<file path="src/hdl/brf_pkg.sv">
// Shared types, constants and saturation helpers for the Brent root finder.
// No dependencies; every other file refers to this package by scoped names.
`default_nettype none
package brf_pkg;

  localparam int VW = 50;
  localparam int MW = 47;
  localparam int QW = MW + 16;
  localparam int CW = 25;

  localparam logic signed [VW-1:0] LIM    = VW'((64'd1 << MW) - 64'd1);
  localparam logic signed [VW-1:0] ONE    = VW'(64'sd65536);
  localparam logic signed [VW-1:0] I32MAX = VW'(64'sd2147483647);
  localparam logic signed [VW-1:0] I32MIN = VW'(-64'sd2147483648);

  localparam logic [1:0] KIND_EVAL  = 2'd0;
  localparam logic [1:0] KIND_ROOT  = 2'd1;
  localparam logic [1:0] KIND_NOBRK = 2'd2;
  localparam logic [1:0] KIND_ITER  = 2'd3;

  localparam logic [1:0] CFG_TOL   = 2'd0;
  localparam logic [1:0] CFG_WIDEN = 2'd1;
  localparam logic [1:0] CFG_TRIES = 2'd2;
  localparam logic [1:0] CFG_ITERS = 2'd3;

  typedef logic [5:0] op_t;

  localparam op_t OP_NOP    = 6'd0;
  localparam op_t OP_LOAD   = 6'd1;
  localparam op_t OP_START  = 6'd2;
  localparam op_t OP_SETFA  = 6'd3;
  localparam op_t OP_WIDEN  = 6'd4;
  localparam op_t OP_SETFB  = 6'd5;
  localparam op_t OP_BRK    = 6'd6;
  localparam op_t OP_NEXTIT = 6'd7;
  localparam op_t OP_IT1    = 6'd8;
  localparam op_t OP_IT2    = 6'd9;
  localparam op_t OP_M      = 6'd10;
  localparam op_t OP_BIS    = 6'd11;
  localparam op_t OP_Q0     = 6'd12;
  localparam op_t OP_PQ     = 6'd13;
  localparam op_t OP_RL     = 6'd14;
  localparam op_t OP_STEP   = 6'd15;
  localparam op_t OP_OUT_A  = 6'd16;
  localparam op_t OP_OUT_B  = 6'd17;
  localparam op_t OP_OUT_Z  = 6'd18;
  localparam op_t OP_MD_S   = 6'd19;
  localparam op_t OP_MD_P0  = 6'd20;
  localparam op_t OP_MD_QA  = 6'd21;
  localparam op_t OP_MD_R   = 6'd22;
  localparam op_t OP_MD_T1A = 6'd23;
  localparam op_t OP_MD_T1B = 6'd24;
  localparam op_t OP_MD_T2  = 6'd25;
  localparam op_t OP_MD_P   = 6'd26;
  localparam op_t OP_MD_Q1  = 6'd27;
  localparam op_t OP_MD_Q2  = 6'd28;
  localparam op_t OP_MD_RA  = 6'd29;
  localparam op_t OP_MD_RB  = 6'd30;
  localparam op_t OP_MD_RC  = 6'd31;
  localparam op_t OP_MD_DQ  = 6'd32;

  typedef struct packed {
    logic               start_req;
    logic signed [31:0] lower_bound;
    logic signed [31:0] upper_bound;
    logic signed [31:0] func_value;
  } in_item_t;

  typedef struct packed {
    logic [1:0]         kind;
    logic signed [31:0] point;
  } out_item_t;

  typedef struct packed {
    op_t        op;
    logic [1:0] kind;
    logic       md_start;
  } cmd_t;

  typedef struct packed {
    logic bracketed;
    logic try_ok;
    logic maxit_zero;
    logic iter_done;
    logic conv;
    logic bisect;
    logic ac_eq;
    logic accept;
    logic md_done;
  } status_t;

  function automatic logic signed [VW-1:0] sat_v(input logic signed [VW-1:0] x);
    if (x > LIM) return LIM;
    else if (x < -LIM) return -LIM;
    return x;
  endfunction

  function automatic logic signed [31:0] sat_32(input logic signed [VW-1:0] x);
    if (x > I32MAX) return 32'sh7FFF_FFFF;
    else if (x < I32MIN) return 32'sh8000_0000;
    return x[31:0];
  endfunction

  function automatic logic signed [VW-1:0] abs_v(input logic signed [VW-1:0] x);
    return (x < 0) ? -x : x;
  endfunction

  function automatic logic signed [VW-1:0] ext32(input logic signed [31:0] x);
    return {{(VW-32){x[31]}}, x};
  endfunction

endpackage
`default_nettype wire

</file>
<file path="src/hdl/brf_muldiv.sv">
// Shared iterative Q16.16 multiply / divide unit, one bit per cycle.
// Depends on brf_pkg for widths, saturation limit and helpers.
`default_nettype none
module brf_muldiv (
  input  wire logic                           clk,
  input  wire logic                           rst_n,
  input  wire logic                           start,
  input  wire logic                           is_div,
  input  wire logic signed [brf_pkg::VW-1:0]  x,
  input  wire logic signed [brf_pkg::VW-1:0]  y,
  output logic                                done,
  output logic signed [brf_pkg::VW-1:0]       res
);
  localparam int MW = brf_pkg::MW;
  localparam int QW = brf_pkg::QW;
  localparam int PW = MW + 32;

  logic              busy_r, div_r, neg_r, done_r;
  logic [6:0]        cnt_r;
  logic [MW-1:0]     a_r;
  logic [MW:0]       hi_r;
  logic [QW-1:0]     lo_r;
  logic signed [brf_pkg::VW-1:0] res_r;

  logic signed [brf_pkg::VW-1:0] xs, ys;
  logic [MW-1:0]     ux, uy;
  logic [MW+1:0]     sum;
  logic [MW:0]       trial;
  logic              ge;
  logic [PW-1:0]     prod;
  logic [brf_pkg::VW-1:0] r_mag;

  always_comb begin
    xs    = brf_pkg::sat_v(x);
    ys    = brf_pkg::sat_v(y);
    ux    = MW'(brf_pkg::abs_v(xs));
    uy    = MW'(brf_pkg::abs_v(ys));
    sum   = {1'b0, hi_r} + (lo_r[0] ? {2'b00, a_r} : '0);
    trial = {hi_r[MW-1:0], lo_r[QW-1]};
    ge    = trial >= {1'b0, a_r};
    prod  = {hi_r, lo_r[MW-1:16]};
    if (div_r) begin
      r_mag = (lo_r > QW'(brf_pkg::LIM)) ? brf_pkg::LIM : brf_pkg::VW'(lo_r);
    end else begin
      r_mag = (prod > PW'(brf_pkg::LIM)) ? brf_pkg::LIM : brf_pkg::VW'(prod);
    end
  end

  always_ff @(posedge clk) begin
    if (!rst_n) begin
      busy_r <= 1'b0;
      done_r <= 1'b0;
    end else begin
      done_r <= 1'b0;
      if (start) begin
        div_r <= is_div;
        neg_r <= x[brf_pkg::VW-1] ^ y[brf_pkg::VW-1];
        hi_r  <= '0;
        if (is_div && uy == '0) begin
          done_r <= 1'b1;
          busy_r <= 1'b0;
          if (xs > 0) res_r <= brf_pkg::LIM;
          else if (xs < 0) res_r <= -brf_pkg::LIM;
          else res_r <= '0;
        end else if (is_div) begin
          busy_r <= 1'b1;
          a_r    <= uy;
          lo_r   <= {ux, 16'b0};
          cnt_r  <= 7'(QW);
        end else begin
          busy_r <= 1'b1;
          a_r    <= ux;
          lo_r   <= {16'b0, uy};
          cnt_r  <= 7'(MW);
        end
      end else if (busy_r) begin
        if (cnt_r != '0) begin
          cnt_r <= cnt_r - 7'd1;
          if (div_r) begin
            hi_r <= ge ? (trial - {1'b0, a_r}) : trial;
            lo_r <= {lo_r[QW-2:0], ge};
          end else begin
            hi_r          <= sum[MW+1:1];
            lo_r[MW-1:0]  <= {sum[0], lo_r[MW-1:1]};
          end
        end else begin
          busy_r <= 1'b0;
          done_r <= 1'b1;
          res_r  <= neg_r ? -$signed(r_mag) : $signed(r_mag);
        end
      end
    end
  end

  assign done = done_r;
  assign res  = res_r;

endmodule
`default_nettype wire

</file>
<file path="src/hdl/brf_dp.sv">
// Datapath of the Brent root finder: bracket state, temporaries, settings and output register.
// Depends on brf_pkg and brf_muldiv; driven by commands from brf_ctrl.
`default_nettype none
module brf_dp (
  input  wire logic                  clk,
  input  wire logic                  rst_n,
  input  wire logic                  cfg_we,
  input  wire logic [1:0]            cfg_index,
  input  wire logic [brf_pkg::CW-1:0] cfg_data,
  input  wire brf_pkg::in_item_t     in_data,
  input  wire brf_pkg::cmd_t         cmd,
  output brf_pkg::status_t           status,
  output brf_pkg::out_item_t         out_data
);
  localparam int VW = brf_pkg::VW;

  logic [15:0]              tol_r, max_iter_r, iter_r;
  logic [brf_pkg::CW-1:0]   widen_r;
  logic [3:0]               max_tries_r, try_r;

  logic signed [31:0] a_r, b_r, c_r, d_r, e_r, fa_r, fb_r, fc_r, fv_r, eo_r;
  logic signed [31:0] lb_r, ub_r;
  logic signed [VW-1:0] m_r, s_r, qa_r, rr_r, p_r, q_r, t1_r, t2_r, t3_r, x_r, y_r;
  brf_pkg::out_item_t out_r;

  logic signed [VW-1:0] tolv, wsv, diff, m_sum, stepv, md_x, md_y, md_res;
  logic                 md_div, md_done;

  brf_muldiv u_md (
    .clk    (clk),
    .rst_n  (rst_n),
    .start  (cmd.md_start),
    .is_div (md_div),
    .x      (md_x),
    .y      (md_y),
    .done   (md_done),
    .res    (md_res)
  );

  always_comb begin
    tolv  = $signed({{(VW-16){1'b0}}, tol_r});
    wsv   = $signed({{(VW-brf_pkg::CW){1'b0}}, widen_r});
    diff  = brf_pkg::ext32(c_r) - brf_pkg::ext32(b_r);
    m_sum = diff + $signed({{(VW-1){1'b0}}, diff[VW-1]});
    if (brf_pkg::abs_v(brf_pkg::ext32(d_r)) > tolv) stepv = brf_pkg::ext32(d_r);
    else stepv = (m_r > 0) ? tolv : -tolv;
  end

  always_comb begin
    md_div = 1'b0;
    md_x   = '0;
    md_y   = '0;
    case (cmd.op)
      brf_pkg::OP_MD_S: begin
        md_div = 1'b1;
        md_x   = brf_pkg::ext32(fb_r);
        md_y   = brf_pkg::ext32(fa_r);
      end
      brf_pkg::OP_MD_P0: begin
        md_x = m_r + m_r;
        md_y = s_r;
      end
      brf_pkg::OP_MD_QA: begin
        md_div = 1'b1;
        md_x   = brf_pkg::ext32(fa_r);
        md_y   = brf_pkg::ext32(fc_r);
      end
      brf_pkg::OP_MD_R: begin
        md_div = 1'b1;
        md_x   = brf_pkg::ext32(fb_r);
        md_y   = brf_pkg::ext32(fc_r);
      end
      brf_pkg::OP_MD_T1A: begin
        md_x = m_r + m_r;
        md_y = qa_r;
      end
      brf_pkg::OP_MD_T1B: begin
        md_x = t1_r;
        md_y = qa_r - rr_r;
      end
      brf_pkg::OP_MD_T2: begin
        md_x = brf_pkg::ext32(b_r) - brf_pkg::ext32(a_r);
        md_y = rr_r - brf_pkg::ONE;
      end
      brf_pkg::OP_MD_P: begin
        md_x = s_r;
        md_y = t1_r - t2_r;
      end
      brf_pkg::OP_MD_Q1: begin
        md_x = qa_r - brf_pkg::ONE;
        md_y = rr_r - brf_pkg::ONE;
      end
      brf_pkg::OP_MD_Q2: begin
        md_x = t1_r;
        md_y = s_r - brf_pkg::ONE;
      end
      brf_pkg::OP_MD_RA: begin
        md_x = m_r + m_r + m_r;
        md_y = q_r;
      end
      brf_pkg::OP_MD_RB: begin
        md_x = tolv;
        md_y = q_r;
      end
      brf_pkg::OP_MD_RC: begin
        md_x = brf_pkg::ext32(eo_r);
        md_y = q_r;
      end
      brf_pkg::OP_MD_DQ: begin
        md_div = 1'b1;
        md_x   = p_r;
        md_y   = q_r;
      end
      default: begin
        md_div = 1'b0;
      end
    endcase
  end

  always_ff @(posedge clk) begin
    if (!rst_n) begin
      tol_r       <= 16'd1;
      widen_r     <= 25'd655360;
      max_tries_r <= 4'd5;
      max_iter_r  <= 16'd1000;
      try_r       <= '0;
      iter_r      <= '0;
    end else begin
      if (cfg_we) begin
        case (cfg_index)
          brf_pkg::CFG_TOL:   tol_r       <= cfg_data[15:0];
          brf_pkg::CFG_WIDEN: widen_r     <= cfg_data;
          brf_pkg::CFG_TRIES: max_tries_r <= cfg_data[3:0];
          brf_pkg::CFG_ITERS: max_iter_r  <= cfg_data[15:0];
          default:            tol_r       <= tol_r;
        endcase
      end
      case (cmd.op)
        brf_pkg::OP_START: begin
          try_r  <= '0;
          iter_r <= '0;
        end
        brf_pkg::OP_WIDEN:  try_r  <= try_r + 4'd1;
        brf_pkg::OP_BRK:    iter_r <= '0;
        brf_pkg::OP_NEXTIT: iter_r <= iter_r + 16'd1;
        default:            iter_r <= iter_r;
      endcase
    end
  end

  always_ff @(posedge clk) begin
    if (!rst_n) begin
      a_r  <= '0;
      b_r  <= '0;
      c_r  <= '0;
      d_r  <= '0;
      e_r  <= '0;
      fa_r <= '0;
      fb_r <= '0;
      fc_r <= '0;
    end else begin
      case (cmd.op)
        brf_pkg::OP_LOAD: begin
          fv_r <= in_data.func_value;
          lb_r <= in_data.lower_bound;
          ub_r <= in_data.upper_bound;
        end
        brf_pkg::OP_START: begin
          a_r <= lb_r;
          b_r <= ub_r;
        end
        brf_pkg::OP_SETFA: fa_r <= fv_r;
        brf_pkg::OP_WIDEN: begin
          a_r  <= brf_pkg::sat_32(brf_pkg::ext32(a_r) - wsv);
          b_r  <= brf_pkg::sat_32(brf_pkg::ext32(b_r) + wsv);
          fb_r <= fv_r;
        end
        brf_pkg::OP_SETFB:  fb_r <= fv_r;
        brf_pkg::OP_NEXTIT: fb_r <= fv_r;
        brf_pkg::OP_BRK: begin
          fb_r <= fv_r;
          fc_r <= fv_r;
        end
        brf_pkg::OP_IT1: begin
          if ((fb_r > 0 && fc_r > 0) || (fb_r < 0 && fc_r < 0)) begin
            c_r  <= a_r;
            fc_r <= fa_r;
            d_r  <= brf_pkg::sat_32(brf_pkg::ext32(b_r) - brf_pkg::ext32(a_r));
            e_r  <= brf_pkg::sat_32(brf_pkg::ext32(b_r) - brf_pkg::ext32(a_r));
          end
        end
        brf_pkg::OP_IT2: begin
          if (brf_pkg::abs_v(brf_pkg::ext32(fc_r)) < brf_pkg::abs_v(brf_pkg::ext32(fb_r))) begin
            a_r  <= b_r;
            b_r  <= c_r;
            c_r  <= b_r;
            fa_r <= fb_r;
            fb_r <= fc_r;
            fc_r <= fb_r;
          end
        end
        brf_pkg::OP_M: m_r <= m_sum >>> 1;
        brf_pkg::OP_BIS: begin
          d_r <= m_r[31:0];
          e_r <= m_r[31:0];
        end
        brf_pkg::OP_Q0: q_r <= brf_pkg::sat_v(brf_pkg::ONE - s_r);
        brf_pkg::OP_PQ: begin
          if (p_r > 0) q_r <= -q_r;
          else p_r <= -p_r;
          eo_r <= e_r;
          e_r  <= d_r;
        end
        brf_pkg::OP_RL: begin
          x_r <= t1_r - brf_pkg::abs_v(t2_r);
          y_r <= brf_pkg::abs_v(t3_r) >>> 1;
        end
        brf_pkg::OP_STEP: begin
          a_r  <= b_r;
          fa_r <= fb_r;
          b_r  <= brf_pkg::sat_32(brf_pkg::ext32(b_r) + stepv);
        end
        brf_pkg::OP_OUT_A: begin
          out_r.kind  <= cmd.kind;
          out_r.point <= a_r;
        end
        brf_pkg::OP_OUT_B: begin
          out_r.kind  <= cmd.kind;
          out_r.point <= b_r;
        end
        brf_pkg::OP_OUT_Z: begin
          out_r.kind  <= cmd.kind;
          out_r.point <= '0;
        end
        default: begin
          if (md_done) begin
            case (cmd.op)
              brf_pkg::OP_MD_S:   s_r  <= md_res;
              brf_pkg::OP_MD_P0:  p_r  <= md_res;
              brf_pkg::OP_MD_QA:  qa_r <= md_res;
              brf_pkg::OP_MD_R:   rr_r <= md_res;
              brf_pkg::OP_MD_T1A: t1_r <= md_res;
              brf_pkg::OP_MD_T1B: t1_r <= md_res;
              brf_pkg::OP_MD_T2:  t2_r <= md_res;
              brf_pkg::OP_MD_P:   p_r  <= md_res;
              brf_pkg::OP_MD_Q1:  t1_r <= md_res;
              brf_pkg::OP_MD_Q2:  q_r  <= md_res;
              brf_pkg::OP_MD_RA:  t1_r <= md_res;
              brf_pkg::OP_MD_RB:  t2_r <= md_res;
              brf_pkg::OP_MD_RC:  t3_r <= md_res;
              brf_pkg::OP_MD_DQ:  d_r  <= brf_pkg::sat_32(md_res);
              default:            s_r  <= s_r;
            endcase
          end
        end
      endcase
    end
  end

  always_comb begin
    status.bracketed  = (fa_r > 0 && fv_r < 0) || (fa_r < 0 && fv_r > 0);
    status.try_ok     = try_r < max_tries_r;
    status.maxit_zero = max_iter_r == '0;
    status.iter_done  = iter_r >= max_iter_r;
    status.conv       = (brf_pkg::abs_v(m_r) <= tolv) || (fb_r == 0);
    status.bisect     = (brf_pkg::abs_v(brf_pkg::ext32(e_r)) < tolv) ||
                        (brf_pkg::abs_v(brf_pkg::ext32(fa_r)) <=
                         brf_pkg::abs_v(brf_pkg::ext32(fb_r)));
    status.ac_eq      = a_r == c_r;
    status.accept     = ((p_r + p_r) < x_r) && (p_r < y_r);
    status.md_done    = md_done;
  end

  assign out_data = out_r;

endmodule
`default_nettype wire

</file>
<file path="config.mk">
export PLATFORM = sky130hd
export DESIGN_NAME = brf_dp
export DESIGN_NICKNAME = d
export VERILOG_FILES = /design/src/hdl/brf_pkg.sv /design/src/hdl/brf_muldiv.sv /design/src/hdl/brf_dp.sv
export SDC_FILE = /design/constraint.sdc
export NUM_CORES = 2
export LEC_CHECK = 0
export BUFFER_PORTS_ARGS = -buffer_cell sky130_fd_sc_hd__clkbuf_2
export CAP_MARGIN = 15
export CORE_ASPECT_RATIO = 0.8
export CORE_MARGIN = 2
export CORE_UTILIZATION = 30
export CTS_CLUSTER_DIAMETER = 80
export DETAILED_ROUTE_END_ITERATION = 8
export GPL_ROUTABILITY_DRIVEN = 0
export PLACE_DENSITY = 0.56
export REMOVE_ABC_BUFFERS = 1
export SKIP_CTS_REPAIR_TIMING = 1
export SLEW_MARGIN = 30
export SYNTH_ARGS = -nofsm -noshare
export SYNTH_HDL_FRONTEND = slang
export SYNTH_SLANG_ARGS = --single-unit
</file>
<file path="constraint.sdc">
create_clock -name clk -period 24.5 [get_ports clk]
set_input_delay 4.9 -clock clk [delete_from_list [all_inputs] [get_ports clk]]
set_output_delay 4.9 -clock clk [all_outputs]
set_load 0.005 [all_outputs]
</file>
# ---- Yosys cells after proc, flatten, opt, wreduce, memory -nomap -nowiden
# Cells that the tools add are included.
dict set report op_classes {
  n_addsub 35
  n_mul 0
  n_div 0
  n_lt_le_gt_ge 49
  n_eq_ne 43
  shifts 0
  mux 134
  n_bitwise 6
  n_reduce_logical 79
}
# cell count
set op_table {}
lappend op_table {{2-to-1 mux 50 bit} 35}
lappend op_table {{2-to-1 mux 32 bit} 24}
lappend op_table {{one-hot mux 50 bit (11 select lines)} 1}
lappend op_table {{one-hot mux 50 bit (9 select lines)} 1}
lappend op_table {{one-hot mux 32 bit (3 select lines)} 4}
lappend op_table {{2-to-1 mux 63 bit} 5}
lappend op_table {{< comparator 32 x 1 -> 1 bit, second input constant} 9}
lappend op_table {{one-hot mux 32 bit (4 select lines)} 2}
lappend op_table {{negator 32 -> 50 bit} 5}
lappend op_table {{negator 50 bit} 5}
lappend op_table {{2-to-1 mux 47 bit} 5}
lappend op_table {{< comparator 50 x 1 -> 1 bit, second input constant} 4}
lappend op_table {{2-to-1 mux 48 bit} 4}
lappend op_table {{> comparator 50 x 48 -> 1 bit, second input constant} 3}
lappend op_table {{< comparator 50 x 48 -> 1 bit, second input constant} 3}
lappend op_table {{one-hot mux 50 bit (3 select lines)} 1}
lappend op_table {{subtractor 50 x 18 -> 50 bit, second input constant} 3}
lappend op_table {{subtractor 50 bit} 3}
lappend op_table {{> comparator 32 x 1 -> 1 bit, second input constant} 4}
lappend op_table {{one-hot mux 32 bit (2 select lines)} 2}
lappend op_table {{one-hot mux 34 bit (3 select lines)} 1}
lappend op_table {{> comparator 50 x 1 -> 1 bit, second input constant} 2}
lappend op_table {{> comparator 50 x 32 -> 1 bit, second input constant} 2}
lappend op_table {{< comparator 50 x 32 -> 1 bit, second input constant} 2}
lappend op_table {{71 further kinds} 216}
dict set report word_totals {
  regBits 1250
  latchBits 0
  mem_bits_rw 0
  romBits 0
  in_bits 136
  out_inout_bits 43
  elab_cells 387
  n_memories 0
}

# ---- Depth between registers and ports, before layout
dict set report logic_depth {
  ltp_word 13
  ltp_mapped 44
}

# ---- Cells and area by module
# Synthesis repeated with hierarchy kept, for this count alone.
dict set report unflattened {
  hier_cells 12029
  hier_area_um2 103063.8
}
# mod instances cells_each area_each_um2
set by_module_without_submodules {}
lappend by_module_without_submodules {brf_dp 1 9340 81160.3}
lappend by_module_without_submodules {brf_muldiv 1 2689 21903.5}

# ---- Least setup slack after synthesis
# OpenSTA, ideal clock, no wires.
dict set report synth_timing {
  path_type {input-to-reg}
  startpoint {input cmd[3] (netlist name)}
  endpoint {register u_md.cnt_r[0], enable pin}
  arrival_time_ns 13.019
  setup_slack_ns 11.001
  cell_stages 28
  n_path_buf 8
  cell_sequence {buf_2 > or2_0 > clkbuf_1 > mux2_2 > buf_2 > buf_2 > buf_2 > a221oi_1 > nand3_1 > a211oi_1 > nand4b_1 > nor3_1 > nand3_1 > nor4_1 > a31oi_1 > clkbuf_1 > clkbuf_1 > a21oi_1 > ha_1 > clkbuf_1 > o2111ai_1 > nor4_1 > o21a_1 > o21ai_0 > nand2_1 > or4b_1 > nor4_4 > a21boi_1}
}
dict set report synth_via {
  elab_chain_cells 13
}
# element line_no
set synth_lines {}
lappend synth_lines {{start, declared} brf_dp.sv:11} ;# input wire brf_pkg::cmd_t cmd,
lappend synth_lines {{== test 6 bit or == test 6 x 5 -> 1 bit (tied branches)} brf_dp.sv:53} ;# case (cmd.op)
lappend synth_lines {{OR reduction 4 bit (no source line) or OR reduction 2 bit (tied branches)} n/a}
lappend synth_lines {{one-hot mux 50 bit (9 select lines)} brf_dp.sv:53}
lappend synth_lines {{< comparator 50 x 48 -> 1 bit} brf_pkg.sv:94} ;# else if (x < -LIM) return -LIM;
lappend synth_lines {{2-to-1 mux 1 bit} brf_pkg.sv:94}
lappend synth_lines {{2-to-1 mux 1 bit} brf_pkg.sv:93} ;# if (x > LIM) return LIM;
lappend synth_lines {{2-to-1 mux 50 bit} brf_pkg.sv:95} ;# return x;
lappend synth_lines {{negator 47 bit or < comparator 50 x 1 -> 1 bit (tied branches)} brf_pkg.sv:105} ;# return (x < 0) ? -x : x;
lappend synth_lines {{2-to-1 mux 47 bit} brf_pkg.sv:105}
lappend synth_lines {{zero test 47 bit} brf_muldiv.sv:59} ;# if (is_div && uy == '0) begin
lappend synth_lines {{logical AND 1 bit *} brf_muldiv.sv:59}
lappend synth_lines {{!= test 2 bit (no source line) *} n/a}
lappend synth_lines {{AND reduction 4 bit (no source line) *} n/a}
lappend synth_lines {{end signal, assigned} brf_muldiv.sv:69} ;# cnt_r <= 7'(QW);
lappend synth_lines {{end signal, assigned} brf_muldiv.sv:74} ;# cnt_r <= 7'(MW);
lappend synth_lines {{end signal, assigned} brf_muldiv.sv:78} ;# cnt_r <= cnt_r - 7'd1;
lappend synth_lines {{end, declared} brf_muldiv.sv:19} ;# logic [6:0] cnt_r;
# Mark *: on every way between the ends. The rest lies on a longest branch, timed or not.
# A chain may end at the register's enable or synchronous reset.

# ---- Worst setup path in the final report
dict set report layout_timing {
  startpoint {input cmd[3] (netlist name)}
  endpoint {register u_md.res_r (netlist bit u_md.res[3]), enable pin}
}
dict set report layout_via {
  elab_chain_cells 13
}
# element line_no
set layout_lines {}
lappend layout_lines {{== test 6 bit or == test 6 x 5 -> 1 bit (tied branches)} brf_dp.sv:53}
lappend layout_lines {{OR reduction 4 bit (no source line) or OR reduction 2 bit (tied branches)} n/a}
lappend layout_lines {{one-hot mux 50 bit (9 select lines)} brf_dp.sv:53}
lappend layout_lines {{< comparator 50 x 48 -> 1 bit} brf_pkg.sv:94}
lappend layout_lines {{2-to-1 mux 1 bit} brf_pkg.sv:94}
lappend layout_lines {{2-to-1 mux 1 bit} brf_pkg.sv:93}
lappend layout_lines {{2-to-1 mux 50 bit} brf_pkg.sv:95}
lappend layout_lines {{negator 47 bit or < comparator 50 x 1 -> 1 bit (tied branches)} brf_pkg.sv:105}
lappend layout_lines {{2-to-1 mux 47 bit} brf_pkg.sv:105}
lappend layout_lines {{zero test 47 bit} brf_muldiv.sv:59}
lappend layout_lines {{logical AND 1 bit *} brf_muldiv.sv:59}
lappend layout_lines {{!= test 2 x 1 -> 1 bit (no source line) *} n/a}
lappend layout_lines {{AND reduction 4 bit (no source line) *} n/a}
lappend layout_lines {{end signal, assigned} brf_muldiv.sv:62} ;# if (xs > 0) res_r <= brf_pkg::LIM;
lappend layout_lines {{end signal, assigned} brf_muldiv.sv:63} ;# else if (xs < 0) res_r <= -brf_pkg::LIM;
lappend layout_lines {{end signal, assigned} brf_muldiv.sv:89} ;# res_r <= neg_r ? -$signed(r_mag) : $signed(r_mag);
lappend layout_lines {{end, declared} brf_muldiv.sv:23} ;# logic signed [brf_pkg::VW-1:0] res_r;
# Marks and branches as above.

==> metrics.txt <==
length of the first detailed-routing pass in iterations 9; footprint of the multi-input gates 65700 um^2; die area 351000 um^2; gr usage total 0.246; FFs w/ async S/R, synth 0; RSZ-0062 raised after global routing no; HPWL after DPL between 300000 and 400000 um; Final Hold Fails 0; Power Density 53.3 nW/um^2; LEAKAGE 45.4 nW; Main synth FF type edfxtp_1; Post-Route Utilization 0.335; post-synthesis sequential area ratio 0.329; Critical Path AT 15.65 ns; first-pass GRT wire length about 640000 um; Die Y roughly 530 um; number of library cell types mapped by synthesis 112; die width 662 um; worst reg2reg endpoint u_md.res[3]; Fin Setup TNS 0 ns; CTS sink cnt 1250; Register Area roughly 34000 um^2; CTS tree done; run status finished, violations left; relative slew slack 0.182; Pins Over Slew Limit 0; Peak Freq around 66 MHz; clock slew at reported path FFs 0.06 ns; Post-Route WL 452000 um; r2r startpoint t1_r[11]; CP Capture Type flop; Layout Skew ~0.085 ns; final setup violation count 0; Worst-Skew Late Latency 0.89 ns; num rows 193; net total in the final layout ~13000; share of layout cells above drive strength 1 0.0736; Remaining DRCs 3; Hold Path Class reg -> reg; Critical Path Start Type primary input; clk buf depth 4; fin crit period around 15 ns; WS Path Type in -> reg; failing checks design-rule violations; Period Utilization, post-route 0.620; Worst Setup EP u_md.res[3]; r2r setup slk 13.10 ns; yosys warns 0; CTS Root Cell clkbuf_16; worst setup path start cmd[3]; Worst Max-Slew Pin Slew 1.19 ns; Core Area 345000 um^2; Initial Util 0.301; I/O pins 179; largest net degree at the start of global routing 145; DR iter-0 viols about 15000; port bufs between 150 and 200; vias in the first global route 90200; vias per inst 6.00; Reg2Reg Depth 23; DR vias 101000; grt ovf 0; CTS buffer count around 160; Avg Cell Area, Syn around 8.5 um^2; htree depth 4; WP data required 24.95 ns; WL/cell 26.8 um; Layout fillers 35800; post-route ant nets 0; Max Cap Viol 0; number of flops mapped to enable cells by yosys 911; VDD IR-drop max approximately 0.000049 V; Mapped Cells 12200; Mapped Area 104000 um^2; Yosys reg bits 1250; initial antenna violation count 32; CP Max Fanout 36; P&R area growth vs syn 11.2%
==> state kept, by name, indices dropped and copies added, names as in the netlist, 49 cells and up <==
name,cells
q_r,50
qa_r,50
x_r,50
u_md.lo_r,63
y_r,49
t3_r,50
t1_r,50
u_md.res,50
s_r,50
p_r,50
rr_r,50
t2_r,50
==> final cells by class <==
type / instances / area share
Antenna cell: 11 / 0.000238
Clock buffer: 187 / 0.0355
Clock inverter: 85 / 0.00752
Inverter: 615 / 0.0200
Multi-Input combinational cell: 9750 / 0.569
Sequential cell: 1250 / 0.296
Tap cell: 4582 / 0.0496
Timing Repair Buffer: 388 / 0.0223
==> synth_stat cells (189+ instances only) <==
master,count,share of area
inv_1,610,0.022
nand4_1,194,0.012
xor2_1,285,0.024
a21o_1,234,0.017
a21oi_1,717,0.035
nand3_1,394,0.019
xnor2_1,578,0.049
nor2_1,814,0.029
nand2_1,1255,0.045
nor3_1,259,0.012
edfxtp_1,911,0.26
dfxtp_1,339,0.065
o21ai_0,942,0.045
ha_1,749,0.090
clkbuf_1,623,0.023
mux2i_1,189,0.018
==> logic make-up (layout without fill, tap and decap cells) <==
logic type | Yosys count | after routing | synth area share
flops | 1250 | 1250 | 0.329
xor+xnor | 863 | 863 | 0.0728
other cells | 2 | 83 | 0.0000723
fa+ha+maj | 774 | 774 | 0.0937
simple gates | 4068 | 4068 | 0.193
mux | 210 | 210 | 0.0205
buf+inv | 1316 | 1275 | 0.0480
compound gates | 3763 | 3763 | 0.243
==> layout by cell type, fill, tap and decap left out, drive strengths merged, types with 67 or more instances in the layout <==
cell and count:
clkbuf 361, and3 120, a221oi 86, or4 86, buf 214, o211ai 182
nor2b 156, or3 173, a21o 234, or2 67, a22oi 183, nor2 815
ha 749, nor3 261, a21boi 85, dfxtp 339, o31ai 105, nand2b 141
o211a 150, conb 72, o21ai 955, edfxtp 911, inv 624, xnor2 578
o22ai 67, nor4 167, o21a 123, nand4 194, xor2 285, a31oi 101
nand2 1256, a211oi 126, nand3 394, a21oi 718, mux2i 189, and2 114
==> power breakdown <==
part	internal (mW)	total (mW)	switching, mW
registers	2.32	2.40	0.0835
clock network	1.34	2.36	1.03
logic	0.486	1.39	0.905
total	4.14	6.16	2.02
==> worst min path at each step <==
stage / endpoint / start / cells after the start
finish: max_tries_r[0] / max_tries_r[0] / 2
detailed placement: max_tries_r[0] / max_tries_r[0] / 2
global route: max_iter_r[2] / max_iter_r[2] / 2
floorplan: eo_r[1] / e_r[1] / 0
CTS: max_tries_r[0] / max_tries_r[0] / 2
global placement: max_tries_r[0] / max_tries_r[0] / 2
==> per-layer routing <==
| metal | vias to the layer above | GRT usage | part of all wire |
|---|---|---|---|
| met3 | 889 | 0.0893 | 0.15 |
| met5 | - | 0.00491 | 0.0016 |
| met4 | 26 | 0.0900 | 0.042 |
| met1 | 48600 | 0.354 | 0.43 |
| li1 | 45500 | - | - |
| met2 | 6251 | 0.328 | 0.38 |
==> critical path: stages <==
cell and delay, ns:
buf_2 0.53, or2_0 0.61, mux2_2 0.57, buf_4 0.34, a22oi_1 0.26, nand3_1 0.11
or4_1 0.52, a21oi_1 0.77, o211ai_1 0.35, nor3_1 0.29, nand3_1 0.30, nor4_1 0.75
a31oi_1 0.29, a21oi_1 0.21, ha_1 0.64, clkinv_1 0.46, nor2_1 0.54, and3_1 0.26
a32o_1 0.57, nand4_1 0.16, or4b_1 0.59, nor4_4 0.53, a2bb2o_2 0.51, buf_4 0.50
==> per-stage QoR <==
| step | power, mW | cell area, um^2 | std cells | setup WS (ns) | hold slack [ns] |
|---|---|---|---|---|---|
| floorplan | 3.29 | 101000 | 11600 | 6.77 | 0.431 |
| global placement | 3.76 | 110000 | 16600 | 8.96 | 0.471 |
| detailed placement | 3.77 | 110000 | 16600 | 9.20 | 0.470 |
| CTS | 6.11 | 115000 | 16900 | 10.02 | 0.485 |
| global route | 6.35 | 115000 | 16900 | 9.27 | 0.505 |
| finish | 6.16 | 115000 | 16900 | 9.30 | 0.487 |
No activity file was read; power rests on OpenSTA's default activity.
